--- src/rlbd_pkg.sv ---
`default_nettype none

package rlbd_pkg;

    localparam int BYTE_W      = 8;
    localparam int RUN_W       = 8;
    localparam int OUT_BYTES_W = 32;
    localparam int OUT_LANES   = OUT_BYTES_W / BYTE_W;
    localparam int OUT_COUNT_W = 3;
    localparam int TOTAL_OUT_W = 16;
    localparam int QDEPTH      = 2;
    localparam int QPTR_W      = $clog2(QDEPTH);
    localparam int QCNT_W      = $clog2(QDEPTH + 1);

    localparam logic [RUN_W-1:0] LIT_BIAS = RUN_W'(1);
    localparam logic [RUN_W-1:0] REP_BIAS = RUN_W'(3);

    typedef enum logic [1:0] {
        PH_HEADER  = 2'd0,
        PH_LITERAL = 2'd1,
        PH_REPEAT  = 2'd2
    } phase_t;

    typedef enum logic [1:0] {
        CMD_LIT    = 2'd0,
        CMD_REP    = 2'd1,
        CMD_STATUS = 2'd2
    } cmd_kind_t;

    typedef struct packed {
        cmd_kind_t          kind;
        logic [BYTE_W-1:0]  data;
        logic [RUN_W-1:0]   count;
        logic               last;
        logic               err;
    } cmd_t;

endpackage

`default_nettype wire

--- src/rlbd_front.sv ---
`default_nettype none

module rlbd_front (
    input  wire logic                      aclk,
    input  wire logic                      aresetn,
    input  wire logic                      s_tvalid,
    output logic                           s_tready,
    input  wire logic [7:0]                s_tdata,
    input  wire logic                      s_tlast,
    input  wire logic                      q_full,
    output logic                           q_push,
    output rlbd_pkg::cmd_t                 q_cmd
);
    import rlbd_pkg::*;

    phase_t             phase_reg, phase_next;
    logic [RUN_W-1:0]   left_reg, left_next;
    logic               accept;
    logic [RUN_W-1:0]   left_dec;

    assign s_tready = !q_full;
    assign accept   = s_tvalid && s_tready;
    assign left_dec = left_reg - RUN_W'(1);

    always_ff @(posedge aclk) begin
        if (!aresetn) begin
            phase_reg <= PH_HEADER;
            left_reg  <= '0;
        end else begin
            phase_reg <= phase_next;
            left_reg  <= left_next;
        end
    end

    // next state
    always_comb begin
        phase_next = phase_reg;
        left_next  = left_reg;
        if (accept) begin
            case (phase_reg)
                PH_LITERAL: begin
                    if (s_tlast || left_dec == '0) begin
                        phase_next = PH_HEADER;
                        left_next  = '0;
                    end else begin
                        left_next  = left_dec;
                    end
                end
                PH_REPEAT: begin
                    phase_next = PH_HEADER;
                    left_next  = '0;
                end
                default: begin
                    if (s_tlast) begin
                        phase_next = PH_HEADER;
                        left_next  = '0;
                    end else if (s_tdata[7]) begin
                        phase_next = PH_REPEAT;
                        left_next  = RUN_W'(s_tdata[6:0]) + REP_BIAS;
                    end else begin
                        phase_next = PH_LITERAL;
                        left_next  = RUN_W'(s_tdata[6:0]) + LIT_BIAS;
                    end
                end
            endcase
        end
    end

    // word classification into back-end commands
    always_comb begin
        q_push      = 1'b0;
        q_cmd.kind  = CMD_STATUS;
        q_cmd.data  = s_tdata;
        q_cmd.count = left_reg;
        q_cmd.last  = s_tlast;
        q_cmd.err   = 1'b0;
        case (phase_reg)
            PH_LITERAL: begin
                q_push     = accept;
                q_cmd.kind = CMD_LIT;
                q_cmd.err  = s_tlast && (left_dec != '0);
            end
            PH_REPEAT: begin
                q_push     = accept;
                q_cmd.kind = CMD_REP;
            end
            default: begin
                // header closing the packet: the run can never finish
                q_push     = accept && s_tlast;
                q_cmd.kind = CMD_STATUS;
                q_cmd.err  = 1'b1;
            end
        endcase
    end

endmodule

`default_nettype wire

--- src/rlbd_queue.sv ---
`default_nettype none

module rlbd_queue (
    input  wire logic                      aclk,
    input  wire logic                      aresetn,
    input  wire logic                      push,
    input  wire rlbd_pkg::cmd_t            push_cmd,
    output logic                           full,
    input  wire logic                      pop,
    output logic                           head_valid,
    output rlbd_pkg::cmd_t                 head_cmd
);
    import rlbd_pkg::*;

    cmd_t               entry_reg [QDEPTH];
    logic [QPTR_W-1:0]  wr_ptr_reg, wr_ptr_next;
    logic [QPTR_W-1:0]  rd_ptr_reg, rd_ptr_next;
    logic [QCNT_W-1:0]  cnt_reg, cnt_next;

    assign full       = (cnt_reg == QCNT_W'(QDEPTH));
    assign head_valid = (cnt_reg != '0);
    assign head_cmd   = entry_reg[rd_ptr_reg];

    always_comb begin
        wr_ptr_next = push ? wr_ptr_reg + QPTR_W'(1) : wr_ptr_reg;
        rd_ptr_next = pop  ? rd_ptr_reg + QPTR_W'(1) : rd_ptr_reg;
        cnt_next    = cnt_reg + QCNT_W'(push) - QCNT_W'(pop);
    end

    always_ff @(posedge aclk) begin
        if (!aresetn) begin
            wr_ptr_reg <= '0;
            rd_ptr_reg <= '0;
            cnt_reg    <= '0;
        end else begin
            wr_ptr_reg <= wr_ptr_next;
            rd_ptr_reg <= rd_ptr_next;
            cnt_reg    <= cnt_next;
        end
    end

    always_ff @(posedge aclk) begin
        if (push) begin
            entry_reg[wr_ptr_reg] <= push_cmd;
        end
    end

endmodule

`default_nettype wire

--- src/rlbd_back.sv ---
`default_nettype none

module rlbd_back #(
    parameter int LANES       = 4,
    parameter int TOTAL_WIDTH = 16
) (
    input  wire logic                      aclk,
    input  wire logic                      aresetn,
    input  wire logic                      head_valid,
    input  wire rlbd_pkg::cmd_t            head_cmd,
    output logic                           pop,
    output logic                           m_tvalid,
    input  wire logic                      m_tready,
    output logic [55:0]                    m_tdata,
    output logic                           m_tlast,
    output logic                           m_tuser
);
    import rlbd_pkg::*;

    localparam logic [RUN_W-1:0] LANES_N = RUN_W'(LANES);

    logic                       valid_reg, valid_next;
    logic [OUT_BYTES_W-1:0]     bytes_reg, bytes_next;
    logic [OUT_COUNT_W-1:0]     count_reg, count_next;
    logic [TOTAL_OUT_W-1:0]     dtotal_reg, dtotal_next;
    logic                       last_reg, last_next;
    logic                       err_reg, err_next;
    logic [TOTAL_WIDTH-1:0]     total_reg, total_next;
    logic [RUN_W-1:0]           sent_reg, sent_next;

    logic                       load;
    logic                       final_chunk;
    logic [RUN_W-1:0]           left;
    logic [RUN_W-1:0]           chunk;
    logic [TOTAL_WIDTH:0]       sum;
    logic [TOTAL_WIDTH-1:0]     new_total;
    logic [OUT_BYTES_W-1:0]     packed_bytes;

    assign load = head_valid && (!valid_reg || m_tready);
    assign left = head_cmd.count - sent_reg;

    always_comb begin
        case (head_cmd.kind)
            CMD_LIT: begin
                chunk       = RUN_W'(1);
                final_chunk = 1'b1;
            end
            CMD_REP: begin
                chunk       = (left > LANES_N) ? LANES_N : left;
                final_chunk = (left <= LANES_N);
            end
            default: begin
                chunk       = '0;
                final_chunk = 1'b1;
            end
        endcase
    end

    assign pop = load && final_chunk;

    // saturating packet total
    always_comb begin
        sum       = {1'b0, total_reg} + (TOTAL_WIDTH + 1)'(chunk);
        new_total = sum[TOTAL_WIDTH] ? '1 : sum[TOTAL_WIDTH-1:0];
    end

    // lanes beyond the output word are dropped
    always_comb begin
        for (int i = 0; i < OUT_LANES; i++) begin
            packed_bytes[i*BYTE_W +: BYTE_W] =
                (RUN_W'(i) < chunk) ? head_cmd.data : '0;
        end
    end

    always_comb begin
        valid_next  = valid_reg;
        bytes_next  = bytes_reg;
        count_next  = count_reg;
        dtotal_next = dtotal_reg;
        last_next   = last_reg;
        err_next    = err_reg;
        total_next  = total_reg;
        sent_next   = sent_reg;
        if (valid_reg && m_tready) begin
            valid_next = 1'b0;
        end
        if (load) begin
            valid_next  = 1'b1;
            bytes_next  = packed_bytes;
            count_next  = chunk[OUT_COUNT_W-1:0];
            dtotal_next = TOTAL_OUT_W'(new_total);
            last_next   = head_cmd.last && final_chunk;
            err_next    = head_cmd.err && head_cmd.last && final_chunk;
            total_next  = (head_cmd.last && final_chunk) ? '0 : new_total;
            sent_next   = final_chunk ? '0 : sent_reg + LANES_N;
        end
    end

    always_ff @(posedge aclk) begin
        if (!aresetn) begin
            valid_reg <= 1'b0;
            total_reg <= '0;
            sent_reg  <= '0;
        end else begin
            valid_reg <= valid_next;
            total_reg <= total_next;
            sent_reg  <= sent_next;
        end
    end

    always_ff @(posedge aclk) begin
        bytes_reg  <= bytes_next;
        count_reg  <= count_next;
        dtotal_reg <= dtotal_next;
        last_reg   <= last_next;
        err_reg    <= err_next;
    end

    assign m_tvalid = valid_reg;
    assign m_tdata  = {5'b0, dtotal_reg, count_reg, bytes_reg};
    assign m_tlast  = last_reg;
    assign m_tuser  = err_reg;

endmodule

`default_nettype wire

--- src/run_length_byte_decoder_core.sv ---
`default_nettype none

// channel   dir  tdata (low bit up)                                  tlast     tuser
// s_        in   in_byte[7:0]                                        in_last   -
// m_        out  out_bytes[31:0] out_count[34:32] decoded_total[50:35] out_last format_error
//
// the front takes one word a cycle while the two-entry command queue has room;
// headers produce no command unless they close a packet. the back emits one
// result per literal or status command and ceil(n / LANES) results for an n-byte
// repeat. an input word passes the command queue and the output register before
// its first result appears. aresetn is synchronous; it returns the front to
// header phase, empties the queue and clears the packet total. a stalled m_ side
// fills the queue and then drops s_tready.
module run_length_byte_decoder_core #(
    parameter int LANES       = 4,
    parameter int TOTAL_WIDTH = 16
) (
    input  wire logic        aclk,
    input  wire logic        aresetn,
    input  wire logic        s_tvalid,
    output logic             s_tready,
    input  wire logic [7:0]  s_tdata,     // in_byte[7:0]
    input  wire logic        s_tlast,
    output logic             m_tvalid,
    input  wire logic        m_tready,
    output logic [55:0]      m_tdata,     // out_bytes[31:0] out_count[34:32] decoded_total[50:35]
    output logic             m_tlast,
    output logic             m_tuser      // format_error[0]
);
    import rlbd_pkg::*;

    logic   q_push;
    logic   q_full;
    logic   q_pop;
    logic   head_valid;
    cmd_t   push_cmd;
    cmd_t   head_cmd;

    rlbd_front u_front (
        .aclk     (aclk),
        .aresetn  (aresetn),
        .s_tvalid (s_tvalid),
        .s_tready (s_tready),
        .s_tdata  (s_tdata),
        .s_tlast  (s_tlast),
        .q_full   (q_full),
        .q_push   (q_push),
        .q_cmd    (push_cmd)
    );

    rlbd_queue u_queue (
        .aclk       (aclk),
        .aresetn    (aresetn),
        .push       (q_push),
        .push_cmd   (push_cmd),
        .full       (q_full),
        .pop        (q_pop),
        .head_valid (head_valid),
        .head_cmd   (head_cmd)
    );

    rlbd_back #(
        .LANES       (LANES),
        .TOTAL_WIDTH (TOTAL_WIDTH)
    ) u_back (
        .aclk       (aclk),
        .aresetn    (aresetn),
        .head_valid (head_valid),
        .head_cmd   (head_cmd),
        .pop        (q_pop),
        .m_tvalid   (m_tvalid),
        .m_tready   (m_tready),
        .m_tdata    (m_tdata),
        .m_tlast    (m_tlast),
        .m_tuser    (m_tuser)
    );

    a_no_overflow: assert property (@(posedge aclk) disable iff (!aresetn)
        q_push |-> !q_full)
        else $error("command pushed into full queue");

    a_no_empty_pop: assert property (@(posedge aclk) disable iff (!aresetn)
        q_pop |-> head_valid)
        else $error("command popped from empty queue");

    a_err_on_last: assert property (@(posedge aclk) disable iff (!aresetn)
        (m_tvalid && m_tuser) |-> m_tlast)
        else $error("format error outside last word");

    a_status_last: assert property (@(posedge aclk) disable iff (!aresetn)
        (LANES < 8 && m_tvalid && m_tdata[34:32] == 3'd0) |-> m_tlast)
        else $error("empty word not closing a packet");

endmodule

`default_nettype wire
--- config.mk ---
export PLATFORM = sky130hd
export DESIGN_NAME = run_length_byte_decoder_core
export DESIGN_NICKNAME = d
export VERILOG_FILES = /design/src/rlbd_pkg.sv /design/src/rlbd_front.sv /design/src/rlbd_queue.sv /design/src/rlbd_back.sv /design/src/run_length_byte_decoder_core.sv
export SDC_FILE = /design/constraint.sdc
export NUM_CORES = 1
export LEC_CHECK = 0
export BUFFER_PORTS_ARGS = -buffer_cell sky130_fd_sc_hd__buf_2
export CAP_MARGIN = 20
export CORE_MARGIN = 2
export CORE_UTILIZATION = 40
export DETAILED_ROUTE_END_ITERATION = 10
export SLEW_MARGIN = 20
export SYNTH_ARGS = -nofsm -noshare
export SYNTH_HDL_FRONTEND = slang
export SYNTH_HIERARCHICAL = 1
export SYNTH_SLANG_ARGS = --single-unit
--- constraint.sdc ---
create_clock -name aclk -period 6.65 [get_ports aclk]
set_input_delay 0.665 -clock aclk [delete_from_list [all_inputs] [get_ports aclk]]
set_output_delay 0.665 -clock aclk [all_outputs]
set_load 0.02 [all_outputs]
==> flow_metrics.py, run 1 <==
metrics = {
    "run_status": {
        "status": "completed",
    },
    "worst_setup_path": {
        "cp-end-kind": "register",
        "reg2reg_slack_ns": 1.12,
        "reg2reg_to": "u_back/total_reg[15]$_SDFFE_PN0P_",
        "reg2reg_depth": 14,
        "crit_type": "reg -> reg",
        "crit_required_ns": 6.99,
        "worstSetupStartpointType": "register",
        "critPathArrivalTime_ns": 5.87,
        "critPathMaxFanout": 11,
    },
    "detailed_routing": {
        "antenna_left": 0,
        "vias": 4830,
        "drt_iter0_drc": 365,
        "drc": 0,
        "viasPerCell": 5.48,
        "routedWlPerCell_um": 16.8,
        "first_pass_iters": 4,
        "wl_um": 14800,
    },
    "clock_tree": {
        "cts_buffers": 17,
        "cts.sinks": 131,
        "clk_path_buf_depth": 2,
        "clockRootBuffer": "clkbuf_16",
        "cts_hold_buf": 0,
        "clkTransAtPathRegs_ns": 0.06,
        "cts_tree": "yes",
        "cts_setup_buffers": 0,
        "insertion_delay_ns": 0.42,
        "cts-resized-gates": 0,
        "htree_num_levels": 4,
    },
    "floorplanning": {
        "initial_core_util_pct": 40.6,
        "coreArea_mm2": 0.0165,
        "die_x_um": 133,
        "die_y_um": 133,
        "dieArea_mm2": 0.0178,
        "rows": 47,
        "num_io_pins": 73,
    },
    "timing": {
        "fmax_mhz": 181,
        "rsz0062_at_grt": "false",
        "tightest_slew_ns": 0.898,
        "slew_headroom_pct": 40.1,
        "period_needed_ns": 5.53,
        "finalHoldViolCount": 0,
        "finalMaxSlewViolations": 0,
        "setup_violations": 0,
        "skew_ns": 0.0114,
        "post-route-period-util_pct": 83.2,
        "tns_ns": 0,
    },
    "worst_hold_path": {
        "min_path_type": "in -> reg",
        "min_path_cells": 1,
        "holdPathEnd": "u_queue/entry_reg[0][16]$_DFFE_PP_",
        "min_from": "s_tdata[6]",
    },
    "power_and_ir_drop": {
        "irDropWorstVdd_uv": 204,
        "power_density_mw_per_mm2": 397,
        "p_leak_nw": 3.05,
    },
    "synthesis": {
        "synth.cell_area_mm2": 0.00668,
        "post-synth-top-count-cell": "edfxtp_1",
        "synth_top_flop_cell": "edfxtp_1",
        "synth_commonest_cells": "edfxtp_1 (93), a21oi_1 (43), dfxtp_1 (38)",
        "syn_avg_cell_area_um2": 11.5,
        "synth_top_area_share_pct": 41.8,
        "async_flop_share_pct": 0,
        "syn_inst": 581,
        "synth-edff-count": 93,
        "synth.area.top_cells": "edfxtp_1 (42%), dfxtp_1 (11%), ha_1 (4.3%), mux2_1 (3.4%), a21oi_1 (3.2%)",
        "ys_seq_area_share_pct": 53.2,
        "synthDistinctLibCells": 76,
        "synth-seq-cells": 131,
        "yosys_warnings": 6,
        "synth_area_leader_cell": "edfxtp_1",
    },
    "global_route": {
        "grt_pass1_vias": 4751,
        "antenna_found_initial": 0,
        "grt_usage_pct": 17.7,
        "grt_max_degree": 44,
        "overflow": 0,
        "grt_first_pass_wirelength_um": 24700,
    },
    "place": {
        "place.gp.congestion": 0.883,
        "portBuffers": 67,
        "hpwl_um": 10400,
        "place_inst": 851,
    },
    "layout": {
        "diodes": 0,
        "fin_nets": 688,
        "layout.cells.non_filler": 882,
        "drive_gt1_share_pct": 20.1,
        "largest_reg_flops": 40,
        "syn2layout_area_growth_pct": 15.6,
    },
    "run": {
        "cap_violations": 0,
    },
}
critical path: stages, from the launching register on:
cell,delay [ns]
dfxtp_1,0.54
mux2_1,0.37
ha_1,0.38
a21o_2,0.24
or3_1,0.35
a211o_1,0.35
a2111oi_4,0.67
a21oi_1,0.42
ha_1,0.47
a21o_1,0.19
a22oi_1,0.13
a22oi_1,0.51
nor3b_1,0.43
o311ai_0,0.22
a31oi_1,0.18
per-layer routing:
| layer | track usage [%] | routed length [µm] | share of wire, % | vias up |
|---|---|---|---|---|
| met2 | 28.4 | 7040 | 47 | 152 |
| met3 | 4.00 | 748 | 5.0 | 26 |
| met5 | 0 | 0 | 0 | - |
| met4 | 6.91 | 314 | 2.1 | 0 |
| li1 | - | - | - | 2291 |
| met1 | 23.5 | 6730 | 45 | 2361 |
layout by cell type, fill, tap and decap left out, drive strengths merged, types with 8 or more instances in the layout:
| cell | n |
|---|---|
| a21o | 9 |
| a21oi | 43 |
| and2 | 27 |
| and3 | 24 |
| buf | 73 |
| clkbuf | 17 |
| conb | 11 |
| dfxtp | 38 |
| edfxtp | 93 |
| ha | 23 |
| inv | 32 |
| mux2 | 21 |
| nand2 | 27 |
| nand2b | 8 |
| nand3 | 22 |
| nor2 | 25 |
| o21ai | 21 |
| or3 | 13 |
| xnor2 | 10 |
where the power goes:
group          switching (mW)  total [mW]  internal [mW]
sequential             0.0635        1.17           1.10
clock                   0.345       0.891          0.546
combinational           0.671        1.01          0.339
worst max-delay path by stage:
| stage | start | end | slack, ns | cells after the start |
|---|---|---|---|---|
| 5_1_grt | register | u_back/total_reg[15]$_SDFFE_PN0P_ | 0.70 | 14 |
| 4_1_cts | register | u_back/total_reg[15]$_SDFFE_PN0P_ | 1.14 | 14 |
| 3_3_place_gp | register | u_back/total_reg[15]$_SDFFE_PN0P_ | 1.38 | 14 |
| 6_report | register | u_back/total_reg[15]$_SDFFE_PN0P_ | 1.12 | 14 |
| 2_1_floorplan | register | u_back/total_reg[15]$_SDFFE_PN0P_ | 1.95 | 19 |
| 3_5_place_dp | register | u_back/total_reg[9]$_SDFFE_PN0P_ | 1.15 | 14 |
cell families after synthesis:
logic type                 share of synthesized area (%)
and+or+nand+nor                                     15.7
muxes                                               3.99
other                                             0.0561
xor gates and xnor gates                            2.55
DFF                                                 53.2
buffers and inverters                               4.85
adders and majority gates                           4.91
AOI/OAI and AO/OA                                   14.7
layout make-up:
class / count / area [µm²]
Fill cell: 1531 / 8750
Sequential cell: 131 / 3550
Inverter: 29 / 109
Clock inverter: 14 / 136
Multi-Input combinational cell: 398 / 2840
Tap cell: 220 / 275
Timing Repair Buffer: 73 / 380
Clock buffer: 17 / 425
per-stage QoR:
step | setup slack (ns) | total power [mW] | cell area [µm²] | utilization, % | hold WS [ns]
6_report | 1.12 | 3.07 | 7720 | 46.9 | 0.482
5_1_grt | 0.703 | 3.24 | 7720 | 46.9 | 0.481
4_1_cts | 1.14 | 3.09 | 7720 | 46.9 | 0.470
3_5_place_dp | 1.15 | 2.19 | 7160 | 43.5 | 0.490
3_3_place_gp | 1.38 | 2.17 | 7160 | 43.5 | 0.472
2_1_floorplan | 1.95 | 1.91 | 6720 | - | 0.448
(Power assumes the default switching activity.)
==> run 2, diff against run 1 <==
==> constraint.sdc (replaced) <==
create_clock -name aclk -period 5.3 [get_ports aclk]
set_input_delay 0.53 -clock aclk [delete_from_list [all_inputs] [get_ports aclk]]
set_output_delay 0.53 -clock aclk [all_outputs]
set_load 0.02 [all_outputs]
==> flow_metrics.py, run 2 (same netlist as run 1, synthesis figures left out) <==
metrics = {
    "timing": {
        "post-route-period-util_pct": 94.0,
        "skew_ns": 0.0129,
        "tns_ns": 0,
        "setup_violations": 0,
        "finalMaxSlewViolations": 0,
        "holdWs_ns": 0.354,
        "rsz0062_at_grt": "false",
        "finalHoldViolCount": 0,
        "tightest_slew_ns": 0.938,
        "period_needed_ns": 4.98,
        "slew_headroom_pct": 37.5,
        "fmax_mhz": 201,
    },
    "detailed_routing": {
        "antenna_left": 0,
        "drt_iter0_drc": 364,
        "drc": 0,
        "viasPerCell": 5.39,
        "vias": 4778,
        "wl_um": 14900,
        "first_pass_iters": 4,
        "routedWlPerCell_um": 16.8,
    },
    "worst_setup_path": {
        "cp_slowest_stage_delay_ns": 0.49,
        "cp_slowest_cell": "o21ai_0",
        "cp_cell_sequence": "mux2_1, ha_1, and4b_1, or3_1, a211o_1, a2111o_1, nor3_1, ha_1, a211o_1, a211o_1, and3_1, o21ai_0, a22oi_1, a21oi_1",
        "crit_required_ns": 5.64,
        "crit_type": "reg -> reg",
        "critPathArrivalTime_ns": 5.32,
        "cp-end-kind": "register",
        "critPathMaxFanout": 8,
        "crit_top_cell": "a211o_1",
        "worstSetupStartpointType": "register",
    },
    "power_and_ir_drop": {
        "switchingPower_mw": 1.39,
        "p_int_mw": 2.61,
        "seqPwrFrac_pct": 36.5,
        "p_leak_nw": 3.09,
        "clock_power_share_pct": 31.4,
        "total_power_mw": 4.00,
        "irDropWorstVdd_uv": 293,
        "comb_power_share_pct": 32.1,
        "switching_share_pct": 34.7,
        "power_density_mw_per_mm2": 512,
    },
    "floorplanning": {
        "initial_core_util_pct": 40.6,
        "num_io_pins": 73,
        "die_x_um": 133,
        "coreArea_mm2": 0.0165,
        "rows": 47,
        "dieArea_mm2": 0.0178,
        "die_y_um": 133,
    },
    "clock_tree": {
        "insertion_delay_ns": 0.43,
        "cts_buffers": 17,
        "htree_num_levels": 4,
        "clkTransAtPathRegs_ns": 0.06,
        "cts.sinks": 131,
        "cts_tree": "yes",
        "cts_hold_buf": 0,
        "clockRootBuffer": "clkbuf_16",
        "clk_path_buf_depth": 2,
    },
    "run": {
        "cap_violations": 0,
    },
    "global_route": {
        "antenna_found_initial": 0,
        "grt_pass1_vias": 4617,
        "grt_max_degree": 40,
        "overflow": 0,
        "grt_first_pass_wirelength_um": 24300,
        "grt_usage_pct": 17.5,
    },
    "worst_hold_path": {
        "min_path_type": "in -> reg",
    },
    "layout": {
        "fin_nets": 691,
        "diodes": 0,
        "final_area_mm2": 0.00781,
        "drive_gt1_share_pct": 20.9,
        "layout_commonest_cell": "edfxtp_1",
        "syn2layout_area_growth_pct": 17.0,
        "postLayoutCoreUtil_pct": 47.5,
        "mostFrequentLayoutCells": "edfxtp_1 (93), buf_2 (67), a21oi_1 (43), dfxtp_1 (38), inv_1 (28)",
        "largest_reg_flops": 40,
    },
    "run_status": {
        "status": "completed",
    },
    "place": {
        "place.gp.congestion": 0.877,
        "hpwl_um": 10500,
        "placed_area_mm2": 0.00718,
        "portBuffers": 67,
    },
}
[run 2: cell types whose count changed in the layout (fill, tap and decap cells not counted), sizes merged]
cell and delta:
clkbuf +1, clkinv -5, clkinvlp +1, inv +2
buf +3, bufinv +2
[run 2: final cells by class]
class / count / area (µm²)
Tap cell: 220 / 275
Clock buffer: 18 / 429
Sequential cell: 131 / 3550
Fill cell: 1507 / 8650
Multi-Input combinational cell: 398 / 2850
Clock inverter: 14 / 199
Timing Repair Buffer: 76 / 403
Inverter: 29 / 109
[run 2: path summary, 6_finish.rpt]
check,from,end,slack [ns],cells after the start
max,register,u_back/total_reg[7]$_SDFFE_PN0P_,0.32,14
min,s_tdata[6],u_queue/entry_reg[1][16]$_DFFE_PP_,0.35,1
max reg2reg,register,u_back/total_reg[7]$_SDFFE_PN0P_,0.32,14
min reg2reg,u_front/phase_reg[0]$_SDFFE_PN0P_,u_front/phase_reg[0]$_SDFFE_PN0P_,0.49,2
[run 2: repair_timing]
item / in CTS / in global routing
buffers inserted: 0 / 0
gates resized for setup: 0 / 1
setup endpoints to repair: 0 / 1
[run 2: metrics by stage]
step	cells	worst slack (ns)
global route	886	0.109
floorplan	591	0.603
global placement	854	0.458
finish	886	0.318
detailed placement	854	0.377
CTS	886	0.298
[run 2: layer usage]
metal  part of all wire [%]  track usage [%]  wire, µm  vias up
met5                      0                0         0        -
met4                    1.6             6.26       245        0
met3                    4.2             4.91       634       22
met2                     47             27.5      7070      129
met1                     47             23.3      6970     2332
li1                       -                -         -     2295
[run 2: critical path, delay by kind of cell (launching register included)]
| kind | cells | cell delay, ns |
|---|---|---|
| DFF | 1 | 0.42 |
| and+or+nand+nor | 4 | 1.11 |
| AOI/OAI and AO/OA | 7 | 2.24 |
| adders and majority gates | 2 | 0.76 |
| muxes | 1 | 0.36 |
[run 2: power groups by stage]
stage          Sequential, mW  Combinational, mW  Clock [mW]
2_1_floorplan            1.68              0.715           0
3_3_place_gp             1.48               1.25           0
3_5_place_dp             1.48               1.27           0
4_1_cts                  1.46               1.28        1.28
5_1_grt                  1.48               1.39        1.32
6_report                 1.46               1.28        1.26
